[src/rtl/smss_pkg.sv]
// ----------------------------------------------------------------------------
// Soil moisture sample sequencer package
// Shared widths, codes, result layout and divider handshake types.
// ----------------------------------------------------------------------------
`default_nettype none

package smss_pkg;

  // Field widths
  localparam int ADC_W     = 10;
  localparam int MS_W      = 8;
  localparam int IDX_W     = 3;
  localparam int SUM_W     = 13;
  localparam int PCT_W     = 7;
  localparam int PHASE_W   = 2;
  localparam int OP_W      = 2;
  localparam int CFG_IDX_W = 3;
  localparam int CFG_DAT_W = 10;

  // Serial divider widths: dividend covers a scaled difference of up to 1023 * 100
  localparam int DVD_W     = 17;
  localparam int DVS_W     = 10;
  localparam int DIV_CNT_W = $clog2(DVD_W + 1);

  // Event kinds
  localparam logic [OP_W-1:0] OP_TICK = 2'd0;
  localparam logic [OP_W-1:0] OP_TRIG = 2'd1;
  localparam logic [OP_W-1:0] OP_CONV = 2'd2;

  // Sequencer phase codes
  localparam logic [PHASE_W-1:0] PH_IDLE   = 2'd0;
  localparam logic [PHASE_W-1:0] PH_SETTLE = 2'd1;
  localparam logic [PHASE_W-1:0] PH_SAMPLE = 2'd2;

  // Register indexes
  localparam logic [CFG_IDX_W-1:0] REG_WET      = 3'd0;
  localparam logic [CFG_IDX_W-1:0] REG_DRY      = 3'd1;
  localparam logic [CFG_IDX_W-1:0] REG_CALIB    = 3'd2;
  localparam logic [CFG_IDX_W-1:0] REG_SETTLE   = 3'd3;
  localparam logic [CFG_IDX_W-1:0] REG_INTERVAL = 3'd4;

  // Register reset values
  localparam logic [MS_W-1:0] SETTLE_RST   = 8'd5;
  localparam logic [MS_W-1:0] INTERVAL_RST = 8'd3;

  // Full-scale percentage
  localparam logic [PCT_W-1:0] PCT_FULL = 7'd100;

  // Result item, last field in the lowest bits
  typedef struct packed {
    logic [PHASE_W-1:0] phase;
    logic               range_error;
    logic [PCT_W-1:0]   moisture_percent;
    logic [ADC_W-1:0]   raw_average;
    logic               reading_done;
    logic               start_conversion;
    logic               adc_enabled;
    logic               relay_on;
  } out_item_t;

  // Divider request and response
  typedef struct packed {
    logic             start;
    logic [DVD_W-1:0] dividend;
    logic [DVS_W-1:0] divisor;
  } div_req_t;

  typedef struct packed {
    logic             done;
    logic [DVD_W-1:0] quotient;
  } div_rsp_t;

endpackage

`default_nettype wire

[src/rtl/soil_moisture_sample_sequencer_core.sv]
// ----------------------------------------------------------------------------
// Soil moisture sample sequencer core
// Event-driven measurement sequencer with serial averaging and mapping.
// ----------------------------------------------------------------------------
// Timing: an event that ends no measurement has its result registered on
// acceptance. An event that completes a measurement runs the bit-serial
// divider once for the mean and, when mapping applies, once more for the
// percentage before its result is shown.
// Throughput: one event at a time; the next is taken once no division runs and the
// result register is free. Reset clears the sequencer and loads register defaults at once.
`default_nettype none

module soil_moisture_sample_sequencer_core #(
  parameter int SAMPLES  = 5,
  parameter int ADC_BITS = 10
) (
  input  wire logic        clk_i,
  input  wire logic        rst_ni,
  // Event stream
  input  wire logic        s_axis_tvalid,
  output logic             s_axis_tready,
  input  wire logic [15:0] s_axis_tdata,   // [9:0] adc_value, [15:10] zero
  input  wire logic [1:0]  s_axis_tuser,   // [1:0] opcode
  // Result stream
  output logic             m_axis_tvalid,
  input  wire logic        m_axis_tready,
  output logic [23:0]      m_axis_tdata,   // [0] relay_on, [1] adc_enabled,
                                           // [2] start_conversion, [3] reading_done,
                                           // [13:4] raw_average, [20:14] moisture_percent,
                                           // [21] range_error, [23:22] phase
  // Register writes
  input  wire logic        cfg_valid_i,
  output logic             cfg_ready_o,
  input  wire logic [2:0]  cfg_index_i,
  input  wire logic [9:0]  cfg_data_i
);

  localparam int ADC_W     = smss_pkg::ADC_W;
  localparam int MS_W      = smss_pkg::MS_W;
  localparam int IDX_W     = smss_pkg::IDX_W;
  localparam int SUM_W     = smss_pkg::SUM_W;
  localparam int MaskBits  = (ADC_BITS < ADC_W) ? ADC_BITS : ADC_W;
  localparam logic [ADC_W-1:0] AdcMask   = ADC_W'((1 << MaskBits) - 1);
  localparam logic [IDX_W-1:0] SampCnt   = IDX_W'(SAMPLES);
  localparam logic [smss_pkg::DVS_W-1:0] SampDiv = smss_pkg::DVS_W'(SAMPLES);

  typedef enum logic [1:0] {
    ST_RUN,
    ST_AVG,
    ST_PCT
  } state_e;

  // Registers
  logic [ADC_W-1:0]             wet_q, dry_q;
  logic                         calib_q;
  logic [MS_W-1:0]              settle_q, interval_q;

  logic [smss_pkg::PHASE_W-1:0] phase_q, phase_d;
  logic [MS_W-1:0]              elapsed_q, elapsed_d, elapsed_e;
  logic [IDX_W-1:0]             idx_q, idx_d;
  logic [SUM_W-1:0]             sum_q, sum_d;
  logic [ADC_W-1:0]             latest_q, latest_d, latest_e;
  logic                         ready_q, ready_d, ready_e;
  logic                         trig_q, trig_d, trig_e;
  logic                         start_cv, done_step;

  state_e                       state_q;
  smss_pkg::out_item_t          out_q, out_step;
  logic                         out_valid_q;

  smss_pkg::div_req_t           div_req;
  smss_pkg::div_rsp_t           div_rsp;

  logic                         in_fire;
  logic [smss_pkg::OP_W-1:0]    op;
  logic [ADC_W-1:0]             adc;
  logic [ADC_W-1:0]             avg;
  logic                         span_ok;
  logic                         need_map;
  logic [ADC_W-1:0]             avg_off;
  logic [smss_pkg::DVD_W-1:0]   avg_off_w;
  logic [smss_pkg::DVD_W-1:0]   scaled;

  assign in_fire       = s_axis_tvalid && s_axis_tready;
  assign s_axis_tready = (state_q == ST_RUN) && (!out_valid_q || m_axis_tready);
  assign cfg_ready_o   = 1'b1;
  assign op            = s_axis_tuser;
  assign adc           = s_axis_tdata[ADC_W-1:0] & AdcMask;

  // Configuration registers
  always_ff @(posedge clk_i or negedge rst_ni) begin
    if (!rst_ni) begin
      wet_q      <= '0;
      dry_q      <= '0;
      calib_q    <= 1'b0;
      settle_q   <= smss_pkg::SETTLE_RST;
      interval_q <= smss_pkg::INTERVAL_RST;
    end else if (cfg_valid_i) begin
      case (cfg_index_i)
        smss_pkg::REG_WET:      wet_q      <= cfg_data_i[ADC_W-1:0];
        smss_pkg::REG_DRY:      dry_q      <= cfg_data_i[ADC_W-1:0];
        smss_pkg::REG_CALIB:    calib_q    <= cfg_data_i[0];
        smss_pkg::REG_SETTLE:   settle_q   <= cfg_data_i[MS_W-1:0];
        smss_pkg::REG_INTERVAL: interval_q <= cfg_data_i[MS_W-1:0];
        default: ;
      endcase
    end
  end

  // Apply the event's own effect, then one sequencer step
  always_comb begin
    elapsed_e = elapsed_q;
    trig_e    = trig_q;
    latest_e  = latest_q;
    ready_e   = ready_q;
    case (op)
      smss_pkg::OP_TICK: begin
        if (phase_q != smss_pkg::PH_IDLE && elapsed_q != '1) begin
          elapsed_e = elapsed_q + 1'b1;
        end
      end
      smss_pkg::OP_TRIG: trig_e = 1'b1;
      smss_pkg::OP_CONV: begin
        latest_e = adc;
        ready_e  = 1'b1;
      end
      default: ;
    endcase

    phase_d   = phase_q;
    elapsed_d = elapsed_e;
    idx_d     = idx_q;
    sum_d     = sum_q;
    latest_d  = latest_e;
    ready_d   = ready_e;
    trig_d    = trig_e;
    start_cv  = 1'b0;
    done_step = 1'b0;
    case (phase_q)
      smss_pkg::PH_IDLE: begin
        if (trig_e) begin
          trig_d    = 1'b0;
          elapsed_d = '0;
          phase_d   = smss_pkg::PH_SETTLE;
        end
      end
      smss_pkg::PH_SETTLE: begin
        if (elapsed_e >= settle_q) begin
          elapsed_d = '0;
          sum_d     = '0;
          start_cv  = 1'b1;
          phase_d   = smss_pkg::PH_SAMPLE;
        end
      end
      smss_pkg::PH_SAMPLE: begin
        if (elapsed_e >= interval_q && ready_e) begin
          elapsed_d = '0;
          if (idx_q != '0) begin
            sum_d = sum_q + SUM_W'(latest_e);
          end
          if (idx_q >= SampCnt) begin
            idx_d     = '0;
            phase_d   = smss_pkg::PH_IDLE;
            done_step = 1'b1;
          end else begin
            idx_d    = idx_q + 1'b1;
            ready_d  = 1'b0;
            start_cv = 1'b1;
          end
        end
      end
      default: phase_d = smss_pkg::PH_IDLE;
    endcase

    out_step                  = '0;
    out_step.relay_on         = (phase_d != smss_pkg::PH_IDLE);
    out_step.adc_enabled      = (phase_d != smss_pkg::PH_IDLE);
    out_step.start_conversion = start_cv;
    out_step.reading_done     = done_step;
    out_step.phase            = phase_d;
  end

  // Sequencer state, advanced on each accepted event
  always_ff @(posedge clk_i or negedge rst_ni) begin
    if (!rst_ni) begin
      phase_q   <= smss_pkg::PH_IDLE;
      elapsed_q <= '0;
      idx_q     <= '0;
      sum_q     <= '0;
      latest_q  <= '0;
      ready_q   <= 1'b0;
      trig_q    <= 1'b0;
    end else if (in_fire) begin
      phase_q   <= phase_d;
      elapsed_q <= elapsed_d;
      idx_q     <= idx_d;
      sum_q     <= sum_d;
      latest_q  <= latest_d;
      ready_q   <= ready_d;
      trig_q    <= trig_d;
    end
  end

  // Mean and mapping decisions on the divider result
  always_comb begin
    avg       = div_rsp.quotient[ADC_W-1:0];
    span_ok   = (dry_q > wet_q);
    need_map  = !calib_q && span_ok && (avg > wet_q) && (avg < dry_q);
    avg_off   = avg - wet_q;
    avg_off_w = smss_pkg::DVD_W'(avg_off);
    scaled    = (avg_off_w << 6) + (avg_off_w << 5) + (avg_off_w << 2);
  end

  // Divider requests: mean on a completing event, percentage after the mean when mapping applies
  always_comb begin
    div_req = '0;
    if (in_fire && done_step) begin
      div_req.start    = 1'b1;
      div_req.dividend = smss_pkg::DVD_W'(sum_d);
      div_req.divisor  = SampDiv;
    end else if (state_q == ST_AVG && div_rsp.done && need_map) begin
      div_req.start    = 1'b1;
      div_req.dividend = scaled;
      div_req.divisor  = dry_q - wet_q;
    end
  end

  smss_div u_div (
    .clk_i  (clk_i),
    .rst_ni (rst_ni),
    .req_i  (div_req),
    .rsp_o  (div_rsp)
  );

  // Result control and output register
  always_ff @(posedge clk_i or negedge rst_ni) begin
    if (!rst_ni) begin
      state_q     <= ST_RUN;
      out_valid_q <= 1'b0;
      out_q       <= '0;
    end else begin
      case (state_q)
        ST_RUN: begin
          if (in_fire) begin
            out_q <= out_step;
            if (done_step) begin
              out_valid_q <= 1'b0;
              state_q     <= ST_AVG;
            end else begin
              out_valid_q <= 1'b1;
            end
          end else if (m_axis_tready) begin
            out_valid_q <= 1'b0;
          end
        end
        ST_AVG: begin
          if (div_rsp.done) begin
            out_q.raw_average <= avg;
            out_q.range_error <= !calib_q && !span_ok;
            out_q.moisture_percent <= (!calib_q && span_ok && avg >= dry_q) ?
                                      smss_pkg::PCT_FULL : '0;
            if (need_map) begin
              state_q <= ST_PCT;
            end else begin
              out_valid_q <= 1'b1;
              state_q     <= ST_RUN;
            end
          end
        end
        ST_PCT: begin
          if (div_rsp.done) begin
            out_q.moisture_percent <= div_rsp.quotient[smss_pkg::PCT_W-1:0];
            out_valid_q            <= 1'b1;
            state_q                <= ST_RUN;
          end
        end
        default: state_q <= ST_RUN;
      endcase
    end
  end

  assign m_axis_tvalid = out_valid_q;
  assign m_axis_tdata  = out_q;

  // Checks
  a_no_result_while_dividing: assert property (@(posedge clk_i) disable iff (!rst_ni)
    (state_q == ST_AVG || state_q == ST_PCT) |-> !out_valid_q)
    else $error("result shown before the division finished");
  a_idle_clears_elapsed: assert property (@(posedge clk_i) disable iff (!rst_ni)
    (phase_q == smss_pkg::PH_IDLE) |-> (elapsed_q == '0))
    else $error("elapsed count left over in idle");
  a_index_bound: assert property (@(posedge clk_i) disable iff (!rst_ni)
    idx_q <= SampCnt) else $error("sample index beyond sample count");
  a_done_starts_divider: assert property (@(posedge clk_i) disable iff (!rst_ni)
    (in_fire && done_step) |=> (state_q == ST_AVG))
    else $error("completed measurement did not start averaging");

endmodule

`default_nettype wire

[src/rtl/smss_div.sv]
// ----------------------------------------------------------------------------
// Soil moisture sample sequencer bit-serial divider
// Restoring division, one quotient bit per cycle, quotient shifted into the
// dividend register as the dividend bits leave it.
// ----------------------------------------------------------------------------
`default_nettype none

module smss_div (
  input  wire logic               clk_i,
  input  wire logic               rst_ni,
  input  wire smss_pkg::div_req_t req_i,
  output smss_pkg::div_rsp_t      rsp_o
);

  logic                                  busy_q;
  logic                                  done_q;
  logic [smss_pkg::DIV_CNT_W-1:0]        cnt_q;
  logic [smss_pkg::DVD_W-1:0]            dvd_q;
  logic [smss_pkg::DVS_W-1:0]            rem_q;
  logic [smss_pkg::DVS_W-1:0]            dvs_q;
  logic [smss_pkg::DVS_W:0]              rem_sh;
  logic [smss_pkg::DVS_W:0]              rem_sub;
  logic                                  fits;

  // Shift in the next dividend bit and trial-subtract the divisor
  always_comb begin
    rem_sh  = {rem_q, dvd_q[smss_pkg::DVD_W-1]};
    fits    = (rem_sh >= {1'b0, dvs_q});
    rem_sub = rem_sh - {1'b0, dvs_q};
  end

  // Control: load on start, count down one bit per cycle
  always_ff @(posedge clk_i or negedge rst_ni) begin
    if (!rst_ni) begin
      busy_q <= 1'b0;
      done_q <= 1'b0;
      cnt_q  <= '0;
    end else begin
      done_q <= 1'b0;
      if (req_i.start) begin
        busy_q <= 1'b1;
        cnt_q  <= smss_pkg::DIV_CNT_W'(smss_pkg::DVD_W);
      end else if (busy_q) begin
        cnt_q <= cnt_q - 1'b1;
        if (cnt_q == smss_pkg::DIV_CNT_W'(1)) begin
          busy_q <= 1'b0;
          done_q <= 1'b1;
        end
      end
    end
  end

  // Datapath: remainder and dividend/quotient shift register
  always_ff @(posedge clk_i) begin
    if (req_i.start) begin
      dvd_q <= req_i.dividend;
      dvs_q <= req_i.divisor;
      rem_q <= '0;
    end else if (busy_q) begin
      rem_q <= fits ? rem_sub[smss_pkg::DVS_W-1:0] : rem_sh[smss_pkg::DVS_W-1:0];
      dvd_q <= {dvd_q[smss_pkg::DVD_W-2:0], fits};
    end
  end

  assign rsp_o.done     = done_q;
  assign rsp_o.quotient = dvd_q;

  // Checks
  a_done_after_busy: assert property (@(posedge clk_i) disable iff (!rst_ni)
    done_q |-> $past(busy_q)) else $error("divider done without a running division");
  a_cnt_zero_idle: assert property (@(posedge clk_i) disable iff (!rst_ni)
    (busy_q && !req_i.start && cnt_q == smss_pkg::DIV_CNT_W'(1)) |=> (!busy_q && done_q))
    else $error("divider did not finish on the last bit");
  a_busy_count: assert property (@(posedge clk_i) disable iff (!rst_ni)
    busy_q |-> (cnt_q != '0)) else $error("divider busy with an empty bit count");

endmodule

`default_nettype wire

[config.mk]
export PLATFORM = sky130hd
export DESIGN_NAME = soil_moisture_sample_sequencer_core
export DESIGN_NICKNAME = d
export VERILOG_FILES = /design/src/rtl/smss_pkg.sv /design/src/rtl/soil_moisture_sample_sequencer_core.sv /design/src/rtl/smss_div.sv
export SDC_FILE = /design/constraint.sdc
export NUM_CORES = 1
export LEC_CHECK = 0
export BUFFER_PORTS_ARGS = -buffer_cell sky130_fd_sc_hd__buf_4
export CAP_MARGIN = 20
export CORE_MARGIN = 4
export CORE_UTILIZATION = 30
export DETAILED_ROUTE_END_ITERATION = 8
export MAX_ROUTING_LAYER = met4
export PLACE_DENSITY = 0.55
export SYNTH_ARGS = -nofsm -noshare
export SYNTH_HDL_FRONTEND = slang
export SYNTH_SLANG_ARGS = --single-unit
[constraint.sdc]
create_clock -name clk_i -period 4 [get_ports clk_i]
set_input_delay 0.6 -clock clk_i [delete_from_list [all_inputs] [get_ports clk_i]]
set_output_delay 0.6 -clock clk_i [all_outputs]
set_load 0.02 [all_outputs]
# Yosys cells after proc, flatten, opt, wreduce, memory -nomap -nowiden
# Index checks and enable logic that the tools add are counted.
[word_totals]
elab_cells = 165
input_bits = 36
reg_bits = 145
[classes]
n_eq_ne = 18
n_mux = 63
magnitude_cmp = 8
n_reduce_logical = 38
n_addsub = 9
bitwise = 1
[op_table]
columns = ["op", "n"]
rows = [
  ["$mux W28", 2],
  ["$mux W8", 5],
  ["$mux W13", 3],
  ["$mux W17", 2],
  ["$sub A10 B10 Y10", 3],
  ["$pmux W13 S2", 1],
  ["$mux W1", 24],
  ["$pmux W8 S3", 1],
  ["$mux W22", 1],
  ["$pmux W7 S3", 1],
  ["$gt A10 B10 Y1", 2],
  ["$mux W10", 2],
  ["$pmux W10 S2", 1],
  ["$mux W18", 1],
  ["$mux W2", 9],
  ["$add A16 B15 Y17", 1],
  ["$add A17 B12 Y17", 1],
  ["$ge A8 B8 Y1", 2],
  ["$mux W7", 2],
  ["$add A13 B10 Y13", 1],
  ["$logic_and A1 B1 Y1", 12],
  ["$pmux W2 S3", 2],
  ["$reduce_and A2 Y1", 6],
  ["$ge A11 B10 Y1", 1],
  ["other kinds (31)", 51],
]

# Logic depth before layout (Yosys ltp)
# Gate-level depths: netlist of the first run.
[logic_depth]
ltp_word = 11
depth_mapped = 20
mapped_depth_nobuf = 20

# Hierarchy
# Synthesis of the first run repeated with hierarchy kept, for this count alone.
[hier_totals]
cells_unflattened = 1053
area_unflattened_um2 = 9878.2
[by_module_without_submodules]
columns = ["module", "n_inst", "area_per_inst_um2", "cells_each", "seq_area_each_um2"]
rows = [
  ["soil_moisture_sample_sequencer_core", 1, 7553.5, 851, 2532.4],
  ["smss_div", 1, 2324.7, 202, 1186.1],
]

# Worst setup path before layout of the first run
# No wires, ideal clock.
[synth_path]
path_kind = "register to register"
startpoint = "reg u_div.dvd_q[0] (netlist bit)"
endpoint = "reg u_div.dvd_q[14] (netlist bit), data pin"
required_time_ns = 3.734
path_buffers = 0
stages_incl_launch_ff = 19
synth_period_minus_slack_ns = 4.036
arrival_ns = 3.770
setup_slack_ns = -0.036
setup_time_ns = 0.266
cell_sequence = "edfxtp_1 > inv_1 > ha_1 > inv_1 > fa_1 > a21o_1 > a21oi_1 > o21bai_1 > a21oi_1 > xnor2_1 > fa_1 > ha_1 > nor2b_1 > o21ai_0 > a21oi_1 > o41ai_1 > xnor2_1 > mux2i_1 > nor2_1"
[synth_between]
elab_chain_cells = 7
[synth_rtl]
columns = ["item", "line_no", "rtl"]
rows = [
  ["from (decl)", "smss_div.sv:18", "logic [smss_pkg::DVD_W-1:0] dvd_q;"],
  ["from (signal assigned)", "smss_div.sv:56", "dvd_q <= req_i.dividend;"],
  ["from (signal assigned)", "smss_div.sv:61", "dvd_q <= {dvd_q[smss_pkg::DVD_W-2:0], fits};"],
  ["branches (longest 4 deep; another with $add A16 B15 Y17)", "--", ""],
  ["$mux W28 (*)", "soil_moisture_sample_sequencer_core.sv:221", "end else if (state_q == ST_AVG && div_rsp.done && need_map) begin"],
  ["$mux W28 (*)", "soil_moisture_sample_sequencer_core.sv:217", "if (in_fire && done_step) begin"],
  ["$mux W17 (*)", "smss_div.sv:55", "if (req_i.start) begin"],
]
# Mark *: on every way between the ends.
# A chain may end at the register's enable or synchronous reset.

# Final worst setup path of the first run
# Same ends and word-level chain as after synthesis.

==> results by group, run 1 <==
Logic synthesis
  • Number of enable flip-flop cells after synthesis: 27
  • Distinct cells, synth: 80
  • Area share of the largest cell type after synthesis: 0.271
  • Synth area leaders: dfrtp_1 27%, ha_1 12%, edfxtp_1 8.4%
  • Mapped cell area: 0.00961 mm²
  • Count leader, synth: nand2_1
  • Dominant synthesized flop cell: dfrtp_1
  • Area leader, netlist: dfrtp_1
  • Synth Instances: 1018
  • Async set-reset flop share out of synthesis: 0.745
  • Syn_area_per_cell: 9.44 µm²
  • Register area share after synthesis: 0.387
  • Syn Nets: 1158
  • Top post-synthesis cells by count: 116 x nand2_1, 104 x dfrtp_1, 95 x ha_1
  • Register bit count reported by yosys: 145
  • Ys Warns: 0

Critical path
  • Critical path arrival: 4.02 ns
  • Critical-path maximum fanout: 3
  • Critical path's largest stage delay: 0.51 ns
  • CP Launch Point: u_div.dvd_q[0]
  • CP endpoint kind: register
  • Critical path type: register to register
  • Crit path cell chain: inv_2, ha_4, inv_2, fa_2, a21o_1, a21oi_2, buf_4, xnor2_2, fa_1, ha_2, inv_1, fa_2, nor2b_4, o21ai_2, a21oi_2, o41ai_2, buf_4, xnor2_1, mux2i_1, nor2_1
  • Delay-heaviest family, CP: adder cells
  • WP buf/inv: 5
  • Worst Path Required: 4.19 ns
  • Crit-path slowest cell: fa_1
  • Startpoint Class: register
  • Reg2reg start: u_div.dvd_q[0]

Route
  • Vias/cell: 4.99
  • Routed len/inst: 16.0 µm
  • Vias post-DR: 7814
  • Pre-Repair DR Iteration Count: 5
  • Iter 0 DRT Violations: 521
  • Post-route ant nets: 0
  • Post-Route WL: 25100 µm
  • Residual DRC: 0

Global routing
  • Total track usage: 0.151
  • Initial antenna violation count: 0
  • Total congestion overflow: 0
  • Number of global-route vias before repair: 7806
  • First-pass GRT wire length: 41500 µm
  • Largest net degree at the start of global routing: 68

STA
  • Final setup fails: 0
  • Crit share post-route: 0.958
  • Hold_ws: 0.150 ns
  • Clock Skews: 0.0182 ns
  • RSZ-0062 raised after global routing: true
  • Final count of hold timing violations: 0
  • Max Clock Freq: 261 MHz
  • Final min period: 3.83 ns
  • Max Slew Vio Count: 0
  • Least-Margin Pin Slew: 1.04 ns
  • Setup_tns: 0 ns
  • Max_slew headroom: 0.309

Place
  • Final HPWL DP: 19200 µm
  • IO buf count: 55
  • GP Congestion: 0.892
  • Placed Area: 0.0111 mm²

CTS
  • Hold Buf Count CTS: 0
  • Clock buffer depth: 2
  • CTS sink cnt: 145
  • Worst-Skew Late Latency: 0.45 ns
  • Root buffer cell: clkbuf_16
  • Clk pin slew, worst setup/hold paths: 0.07 ns
  • CTS buffer count: 17
  • H-Tree Level Count: 4
  • CTS tree: yes

Final layout
  • P&R area growth vs syn: 24.9%
  • Core Util, Final: 0.380
  • Layout cells sized above 1: 0.232
  • Final #Nets: 1292
  • Finished Cell Area: 0.0120 mm²
  • Antenna cell count: 0

Die
  • Ports: 63
  • DIE HEIGHT: 187 µm
  • Die width: 187 µm
  • Cell Rows: 65
  • DIE AREA: 0.0349 mm²
  • Initial Utilization: 0.304
  • Placeable Area: 0.0316 mm²

Power
  • Seq pwr share: 0.265
  • Maximum vdd drop: 0.391 mV
  • Sw Pwr: 2420 µW
  • Cell Int Power: 4000 µW
  • Clock network power share: 0.250
  • Switching Share: 0.377
  • Power density cells: 536 mW/mm²
  • Gate power share: 0.485
  • Leak Pwr: 0.00544 µW

Run status
  • Status: complete, no violations

Run
  • MaxCap Viol Count: 0

Worst hold path
  • Worst Hold Class: input port to async pin
placed cells by master, fill, tap and decap left out, types with 8 or more instances in the layout:
master,instances
edfxtp_1,27
clkbuf_16,17
a21oi_1,33
nand4_1,15
dfxtp_1,10
inv_1,87
dfrtp_1,104
buf_4,145
nand2_1,116
xor2_1,15
nor2b_1,11
a21o_1,18
o21ai_0,64
mux2_2,19
mux2i_1,23
a22o_1,21
o22ai_1,11
nor2_1,70
xnor2_1,28
nand3_1,17
a21oi_2,8
a211oi_1,12
nor3_1,19
ha_1,87
state kept, by name, indices dropped and copies added (netlist names), 2 cells and up:
name,flops
phase_q,2
state_q,2
sum_q,13
wet_q,10
u_div.dvs_q,10
idx_q,3
u_div.dvd_q,17
u_div.cnt_q,5
settle_q,8
dry_q,10
m_axis_tdata,23
u_div.rem_q,10
interval_q,8
latest_q,10
elapsed_q,8
worst reg2reg max path, delay by kind of cell (launching register included):
kind / cells / cell delay, ns
compound gates: 5 / 0.65
xor+xnor: 2 / 0.20
fa+ha+maj: 5 / 1.52
buf+inv: 5 / 0.49
flops: 1 / 0.43
mux: 1 / 0.12
simple gates: 2 / 0.17
worst paths after layout:
kind,endpoint,slack [ns],depth (start not counted)
worst max-delay path,u_div.dvd_q[14],0.17,20
worst min-delay path,latest_q[6],0.15,1
worst max register to register,u_div.dvd_q[14],0.17,20
worst min register to register,u_div.rem_q[9],0.46,2
max in group asynchronous,interval_q[1],3.03,2
min in group clk_i,wet_q[8],0.39,3
stage by stage:
stage / worst slack [ns] / total power, µW / cells
final: 0.168 / 6420 / 1567
after global routing: -0.0417 / 6920 / 1567
after detailed placement: -0.0930 / 4310 / 1528
after floorplan: 0.0421 / 3510 / 1018
after global placement: -0.108 / 4300 / 1528
after CTS: 0.0366 / 6020 / 1563
power by group through the flow:
stage / Sequential, µW / Combinational (µW) / Clock (µW)
floorplan: 1730 / 1780 / 0
finish: 1700 / 3120 / 1600
CTS: 1700 / 2680 / 1640
global placement: 1730 / 2570 / 0
detailed placement: 1730 / 2580 / 0
global route: 1720 / 3500 / 1710
what timing repair did:
action | 4_1_cts | 5_1_grt
pin swaps | 9 | 27
gates resized for setup | 10 | 51
buffers inserted | 3 | 4
endpoints found under the setup margin | 5 | 74
per-layer routing:
metal,vias to the layer above,GRT usage,wire [µm]
met4,0,0.0361,366
li1,3906,-,-
met2,134,0.237,11800
met5,-,-,0
met3,22,0.0286,984
met1,3752,0.202,12000
area by class of cell:
type / count / area [µm²]
Clock inverter: 15 / 156
Timing Repair Buffer: 150 / 1180
Multi-Input combinational cell: 748 / 5670
Clock buffer: 17 / 425
Tap cell: 402 / 503
Inverter: 90 / 340
Sequential cell: 145 / 3720
Fill cell: 3185 / 19600
kinds of logic (layout without fill, tap and decap cells):
kind of cell | Yosys count | in the layout | synth area share
AND/OR/NAND/NOR | 306 | 306 | 0.150
AO/OA/AOI/OAI | 247 | 247 | 0.176
flip-flops | 145 | 145 | 0.387
buffers and inverters | 125 | 272 | 0.0533
adder cells (fa/ha/maj) | 104 | 104 | 0.142
XOR/XNOR | 48 | 48 | 0.0438
multiplexers | 42 | 42 | 0.0462
other | 1 | 1 | 0.000390
Power figures use the tool's default switching activity.
==> run 2: changes to the inputs <==
MAX_ROUTING_LAYER = default   (was met4)
REMOVE_ABC_BUFFERS = 1   (was default)
==> results by group, run 2 (synthesis results as in run 1) <==
Power
  • Seq pwr share: 0.275 (+0.010)
  • Leak Pwr: 0.00534 µW (-1.9%)
  • Cell Int Power: 3910 µW (-2.4%)
  • Power density cells: 525 mW/mm² (-2.0%)
  • Sw Pwr: 2270 µW (-6.4%)
  • Gate power share: 0.478 (-0.007)
  • Maximum vdd drop: 0.409 mV (+4.7%)
  • Clock network power share: 0.247 (-0.003)
  • Switching Share: 0.367 (-0.00987)

Run status
  • Status: complete, no violations

Critical path
  • Reg2reg start: u_div.dvd_q[0]
  • Reg2Reg Depth: 20 (unchanged)
  • Worst Path Required: 4.19 ns (about the same)
  • R2R Path End: u_div.dvd_q[14]
  • Crit path cell chain: inv_2, ha_4, inv_1, fa_2, a21o_1, a21oi_2, buf_4, xnor2_2, fa_1, ha_2, inv_1, fa_2, nor2b_4, o21ai_2, a21oi_2, o41ai_2, buf_4, xnor2_1, mux2i_1, nor2_1
  • Reg2reg setup slack: 0.17 ns (about the same)
  • CP endpoint kind: register
  • Startpoint Class: register
  • Critical path's largest stage delay: 0.53 ns (+0.02 ns)
  • Critical path arrival: 4.02 ns (about the same)
  • Crit-path slowest cell: fa_1
  • Critical-path maximum fanout: 3 (unchanged)
  • Critical path type: register to register

Final layout
  • Antenna cell count: 0 (unchanged)
  • Most common cell after layout, fill and taps aside: buf_4
  • P&R area growth vs syn: 22.4%
  • Fin cells: 1554 (-0.83%)
  • Layout cells sized above 1: 0.213 (-0.0191)
  • Final #Nets: 1279 (-1.0%)
  • # fillers: 3167 (-0.57%)
  • Max FFs per register: 23 (unchanged)
  • Core Util, Final: 0.373 (-0.00749)
  • Most frequent cells in the layout: 133 x buf_4, 116 x nand2_1, 104 x dfrtp_1

STA
  • Final setup fails: 0 (unchanged)
  • Final count of hold timing violations: 0 (unchanged)
  • Crit share post-route: 0.958 (about the same)
  • RSZ-0062 raised after global routing: true
  • Max Slew Vio Count: 0 (unchanged)
  • Clock Skews: 0.0169 ns (-0.00134 ns)
  • Max_slew headroom: 0.373 (+0.0639)
  • Max Clock Freq: 261 MHz (about the same)
  • Final min period: 3.83 ns (+0.00137 ns)
  • Setup_tns: 0 ns (unchanged)
  • Least-Margin Pin Slew: 0.938 ns (-0.0983 ns)

CTS
  • Clk pin slew, worst setup/hold paths: 0.07 ns (about the same)
  • Root buffer cell: clkbuf_16
  • CTS sink cnt: 145 (unchanged)
  • Hold Buf Count CTS: 0 (unchanged)
  • CTS buffer count: 17 (unchanged)
  • Clock buffer depth: 2 (unchanged)
  • CTS tree: yes
  • H-Tree Level Count: 4 (unchanged)
  • Worst-Skew Late Latency: 0.44 ns (about the same)

Global routing
  • Total congestion overflow: 0 (unchanged)
  • First-pass GRT wire length: 40100 µm (-3.3%)
  • Initial antenna violation count: 0 (unchanged)
  • Number of global-route vias before repair: 7723 (-1.1%)
  • Largest net degree at the start of global routing: 62 (-8.8%)
  • Total track usage: 0.141 (-0.00996)

Route
  • Iter 0 DRT Violations: 341 (-35%)
  • Residual DRC: 0 (unchanged)
  • Vias post-DR: 7713 (-1.3%)
  • Post-Route WL: 24600 µm (-2.1%)
  • Routed len/inst: 15.8 µm (-1.2%)
  • Post-route ant nets: 0 (unchanged)
  • Vias/cell: 4.96 (-0.47%)
  • Pre-Repair DR Iteration Count: 5 (unchanged)

Die
  • Die width: 187 µm (unchanged)
  • Ports: 63 (unchanged)
  • Cell Rows: 65 (unchanged)
  • Initial Utilization: 0.304 (unchanged)
  • DIE HEIGHT: 187 µm (unchanged)
  • DIE AREA: 0.0349 mm² (unchanged)
  • Placeable Area: 0.0316 mm² (unchanged)

Place
  • Dpl cells: 1518 (-0.65%)
  • IO buf count: 55 (unchanged)
  • GP Congestion: 0.818 (-8.3%)
  • Final HPWL DP: 18800 µm (-1.8%)

Run
  • MaxCap Viol Count: 0 (unchanged)

Worst hold path
  • Worst Hold Class: input port to async pin
## run 2: worst max path at each step
| stage | end | from | cells past startpoint | slack, ns |
|---|---|---|---|---|
| floorplan | u_div.dvd_q[7] | phase_q[0] | 16 | -0.19 |
| global placement | u_div.dvd_q[15] | u_div.dvd_q[1] | 18 | -0.13 |
| detailed placement | u_div.dvd_q[14] | u_div.dvd_q[0] | 19 | -0.19 |
| CTS | u_div.dvd_q[15] | u_div.dvd_q[1] | 18 | 0.02 |
| global route | u_div.dvd_q[14] | u_div.dvd_q[0] | 19 | -0.04 |
| finish | u_div.dvd_q[14] | u_div.dvd_q[0] | 20 | 0.17 |
## run 2: metal layers
layer	vias up	routed length, µm	track usage
met5	-	0	0
met4	0	319	0.0358
met1	3707	11900	0.189
li1	3876	-	-
met3	27	659	0.0250
met2	103	11700	0.236
## run 2: metrics by stage
stage	area [µm²]	hold WS, ns	power, µW	setup slack [ns]
floorplan	9440	0.304	3470	-0.194
global placement	11000	0.452	4280	-0.132
detailed placement	11000	0.459	4300	-0.191
CTS	11600	0.189	5940	0.0169
global route	11800	0.214	6650	-0.0406
finish	11800	0.169	6170	0.167
## run 2: final cells by class
class | count | area (µm²) | area share
well taps | 402 | 503 | 0.0428
clock inverters | 15 | 121 | 0.0103
flip-flops and latches | 145 | 3720 | 0.316
multi-input cells | 748 | 5570 | 0.474
inverters | 90 | 340 | 0.0289
repair buffers | 137 | 1080 | 0.0917
clock buffers | 17 | 425 | 0.0362
## run 2: worst max-delay path: cells and delay by family, from the launching register on
family,cells,cell delay (ns)
fa+ha+maj,5,1.52
buf+inv,5,0.48
compound gates,5,0.68
mux,1,0.12
simple gates,2,0.17
flops,1,0.40
xor+xnor,2,0.20
## run 2: power by group through the flow
stage                     combinational, µW  sequential, µW  clock, µW
final                                  2950            1700       1520
after global routing                   3310            1720       1620
after CTS                              2680            1700       1560
after detailed placement               2570            1730          0
after global placement                 2560            1720          0
after floorplan                        1730            1740          0
## run 2: repair_timing
action                                  CTS  global route
buffers inserted                          2             2
endpoints found under the setup margin    4            56
pin swaps                                 8            15
resized for setup                        13            29
==> run 3: changes to the inputs <==
PLACE_DENSITY = default   (was 0.55)
PLACE_DENSITY_LB_ADDON = 0.15   (was default)
==> results by group, run 3 (synthesis results as in run 1) <==
STA
  • Hold_ws: 0.252 ns (+0.0834 ns)
  • Final setup fails: 0 (unchanged)
  • Max Slew Vio Count: 0 (unchanged)
  • RSZ-0062 raised after global routing: true
  • Max_slew headroom: 0.390 (+0.0164)
  • Setup_tns: 0 ns (unchanged)
  • Crit share post-route: 0.980 (+0.0216)
  • Max Clock Freq: 255 MHz (-2.2%)
  • Least-Margin Pin Slew: 0.915 ns (-0.0221 ns)
  • Final min period: 3.92 ns (+0.0866 ns)
  • Final count of hold timing violations: 0 (unchanged)
  • Clock Skews: 0.0138 ns (-0.00312 ns)

Power
  • Clock network power share: 0.255 (+0.008)
  • Switching Share: 0.372 (+0.00514)
  • Seq pwr share: 0.266 (-0.009)
  • Gate power share: 0.480 (+0.002)
  • Leak Pwr: 0.00547 µW (+2.3%)
  • Sw Pwr: 2380 µW (+5.0%)
  • Maximum vdd drop: 0.321 mV (-22%)
  • Power density cells: 533 mW/mm² (+1.5%)
  • Cell Int Power: 4010 µW (+2.7%)

Critical path
  • Crit path top cell by count: a21oi_2
  • Critical-path maximum fanout: 2 (-1)
  • R2R Path End: u_div.dvd_q[16]
  • Reg2reg start: u_div.dvd_q[0]
  • Critical path's largest stage delay: 0.48 ns (-0.05 ns)
  • Critical path type: register to register
  • Critical path arrival: 4.12 ns (+0.10 ns)
  • Reg2reg setup slack: 0.08 ns (-0.09 ns)
  • Worst Path Required: 4.20 ns (about the same)
  • Crit path cell chain: inv_2, ha_4, inv_2, fa_2, a21o_1, a21oi_2, o21bai_1, a21oi_2, xnor2_2, fa_1, ha_1, nor2b_4, o21ai_2, a21oi_2, o41ai_2, buf_4, o21bai_1, mux2i_1, nor2_1
  • Crit-path slowest cell: fa_1
  • CP endpoint kind: register
  • Reg2Reg Depth: 19 (-5.0%)
  • CP Launch Point: u_div.dvd_q[0]
  • Crit path to: u_div.dvd_q[16]
  • Startpoint Class: register

Route
  • Vias post-DR: 7717 (+0.052%)
  • Post-route ant nets: 0 (unchanged)
  • Vias/cell: 4.90 (-1.3%)
  • Iter 0 DRT Violations: 366 (+7.3%)
  • Post-Route WL: 26400 µm (+7.3%)
  • Pre-Repair DR Iteration Count: 5 (unchanged)
  • Routed len/inst: 16.8 µm (+5.8%)
  • Residual DRC: 0 (unchanged)

CTS
  • Hold Buf Count CTS: 0 (unchanged)
  • Root buffer cell: clkbuf_16
  • H-Tree Level Count: 4 (unchanged)
  • Clock buffer depth: 2 (unchanged)
  • CTS buffer count: 17 (unchanged)
  • Worst-Skew Late Latency: 0.44 ns (about the same)
  • CTS sink cnt: 145 (unchanged)
  • Clk pin slew, worst setup/hold paths: 0.07 ns (about the same)
  • CTS tree: yes

Global routing
  • Initial antenna violation count: 0 (unchanged)
  • Total track usage: 0.153 (+0.0127)
  • Number of global-route vias before repair: 7851 (+1.7%)
  • Total congestion overflow: 0 (unchanged)
  • Largest net degree at the start of global routing: 59 (-4.8%)
  • First-pass GRT wire length: 43000 µm (+7.2%)

Worst hold path
  • Worst Hold Class: input port to async pin

Final layout
  • Final #Nets: 1301 (+1.7%)
  • Most frequent cells in the layout: 154 x buf_4, 116 x nand2_1, 104 x dfrtp_1
  • Layout cells sized above 1: 0.233 (+0.0207)
  • Antenna cell count: 0 (unchanged)
  • P&R area growth vs syn: 24.9%
  • Max FFs per register: 23 (unchanged)
  • Most common cell after layout, fill and taps aside: buf_4

Die
  • DIE AREA: 0.0349 mm² (unchanged)
  • Cell Rows: 65 (unchanged)
  • Die width: 187 µm (unchanged)
  • Ports: 63 (unchanged)
  • Initial Utilization: 0.304 (unchanged)
  • Placeable Area: 0.0316 mm² (unchanged)
  • DIE HEIGHT: 187 µm (unchanged)

Run
  • MaxCap Viol Count: 0 (unchanged)

Place
  • Final HPWL DP: 20000 µm (+6.1%)
  • IO buf count: 55 (unchanged)
  • GP Congestion: 0.851 (+4.0%)

Run status
  • Status: complete, no violations
-- run 3: cell types whose count changed in the layout (fill, tap and decap cells not counted), moves of 2 or more --
| cell | change |
|---|---|
| buf_4 | +21 |
| inv_8 | +2 |
| inv_2 | +2 |
| inv_4 | -2 |
| xnor2_2 | -2 |
| clkinv_2 | -3 |
| a32oi_2 | +2 |
| a32oi_1 | -2 |
| o21ai_1 | +2 |
| buf_6 | +2 |
| inv_1 | -2 |
| clkinv_4 | +3 |
-- run 3: final cells by class --
class,instances,area [µm²]
Clock buffer,18,450
Clock inverter,14,135
Tap cell,402,503
Multi-Input combinational cell,748,5610
Sequential cell,145,3720
Fill cell,3213,19600
Inverter,90,340
Timing Repair Buffer,159,1240
-- run 3: critical path, delay by kind of cell (launching register included) --
kind,cells,cell delay (ns)
AO/OA/AOI/OAI,8,1.23
AND/OR/NAND/NOR,2,0.19
flip-flops,1,0.40
adder cells (fa/ha/maj),4,1.28
buffers and inverters,3,0.31
multiplexers,1,0.15
XOR/XNOR,1,0.11
-- run 3: worst min-delay path by stage --
stage                     slack [ns]  cells after the start             end           start
after floorplan                 0.30                      0         calib_q          rst_ni
after global placement          0.45                      2  u_div.rem_q[9]  u_div.rem_q[9]
after detailed placement        0.46                      2  u_div.rem_q[9]  u_div.rem_q[9]
after CTS                       0.28                      1        wet_q[8]          rst_ni
after global routing            0.31                      1        wet_q[8]          rst_ni
final                           0.25                      1  u_div.cnt_q[1]          rst_ni
-- run 3: per-layer routing --
metal,vias to the layer above,part of all wire,GRT usage
met5,-,0,0
met3,24,0.025,0.0302
met2,101,0.47,0.256
li1,3934,-,-
met4,0,0.016,0.0392
met1,3658,0.48,0.205
-- run 3: power by group through the flow --
stage / registers, µW / clock network [µW] / logic (µW)
2_1_floorplan: 1740 / 0 / 1730
3_3_place_gp: 1720 / 0 / 2660
3_5_place_dp: 1730 / 0 / 2650
4_1_cts: 1700 / 1680 / 2770
5_1_grt: 1720 / 1740 / 3430
6_report: 1700 / 1630 / 3070
-- run 3: through the flow --
stage               power (µW)  utilization  instances  setup slack (ns)  area (µm²)
floorplan                 3470            -        983            -0.194        9440
global placement          4380        0.352       1533            -0.272       11100
CTS                       6140        0.373       1567            0.0115       11800
finish                    6390        0.380       1576            0.0799       12000
detailed placement        4380        0.352       1533            -0.280       11100
global route              6890        0.380       1576           -0.0938       12000
-- run 3: repair_timing --
item                                    4_1_cts  5_1_grt
gates resized for setup                      16       37
pin swaps                                     5       21
buffers inserted                              2        9
endpoints found under the setup margin        4       79
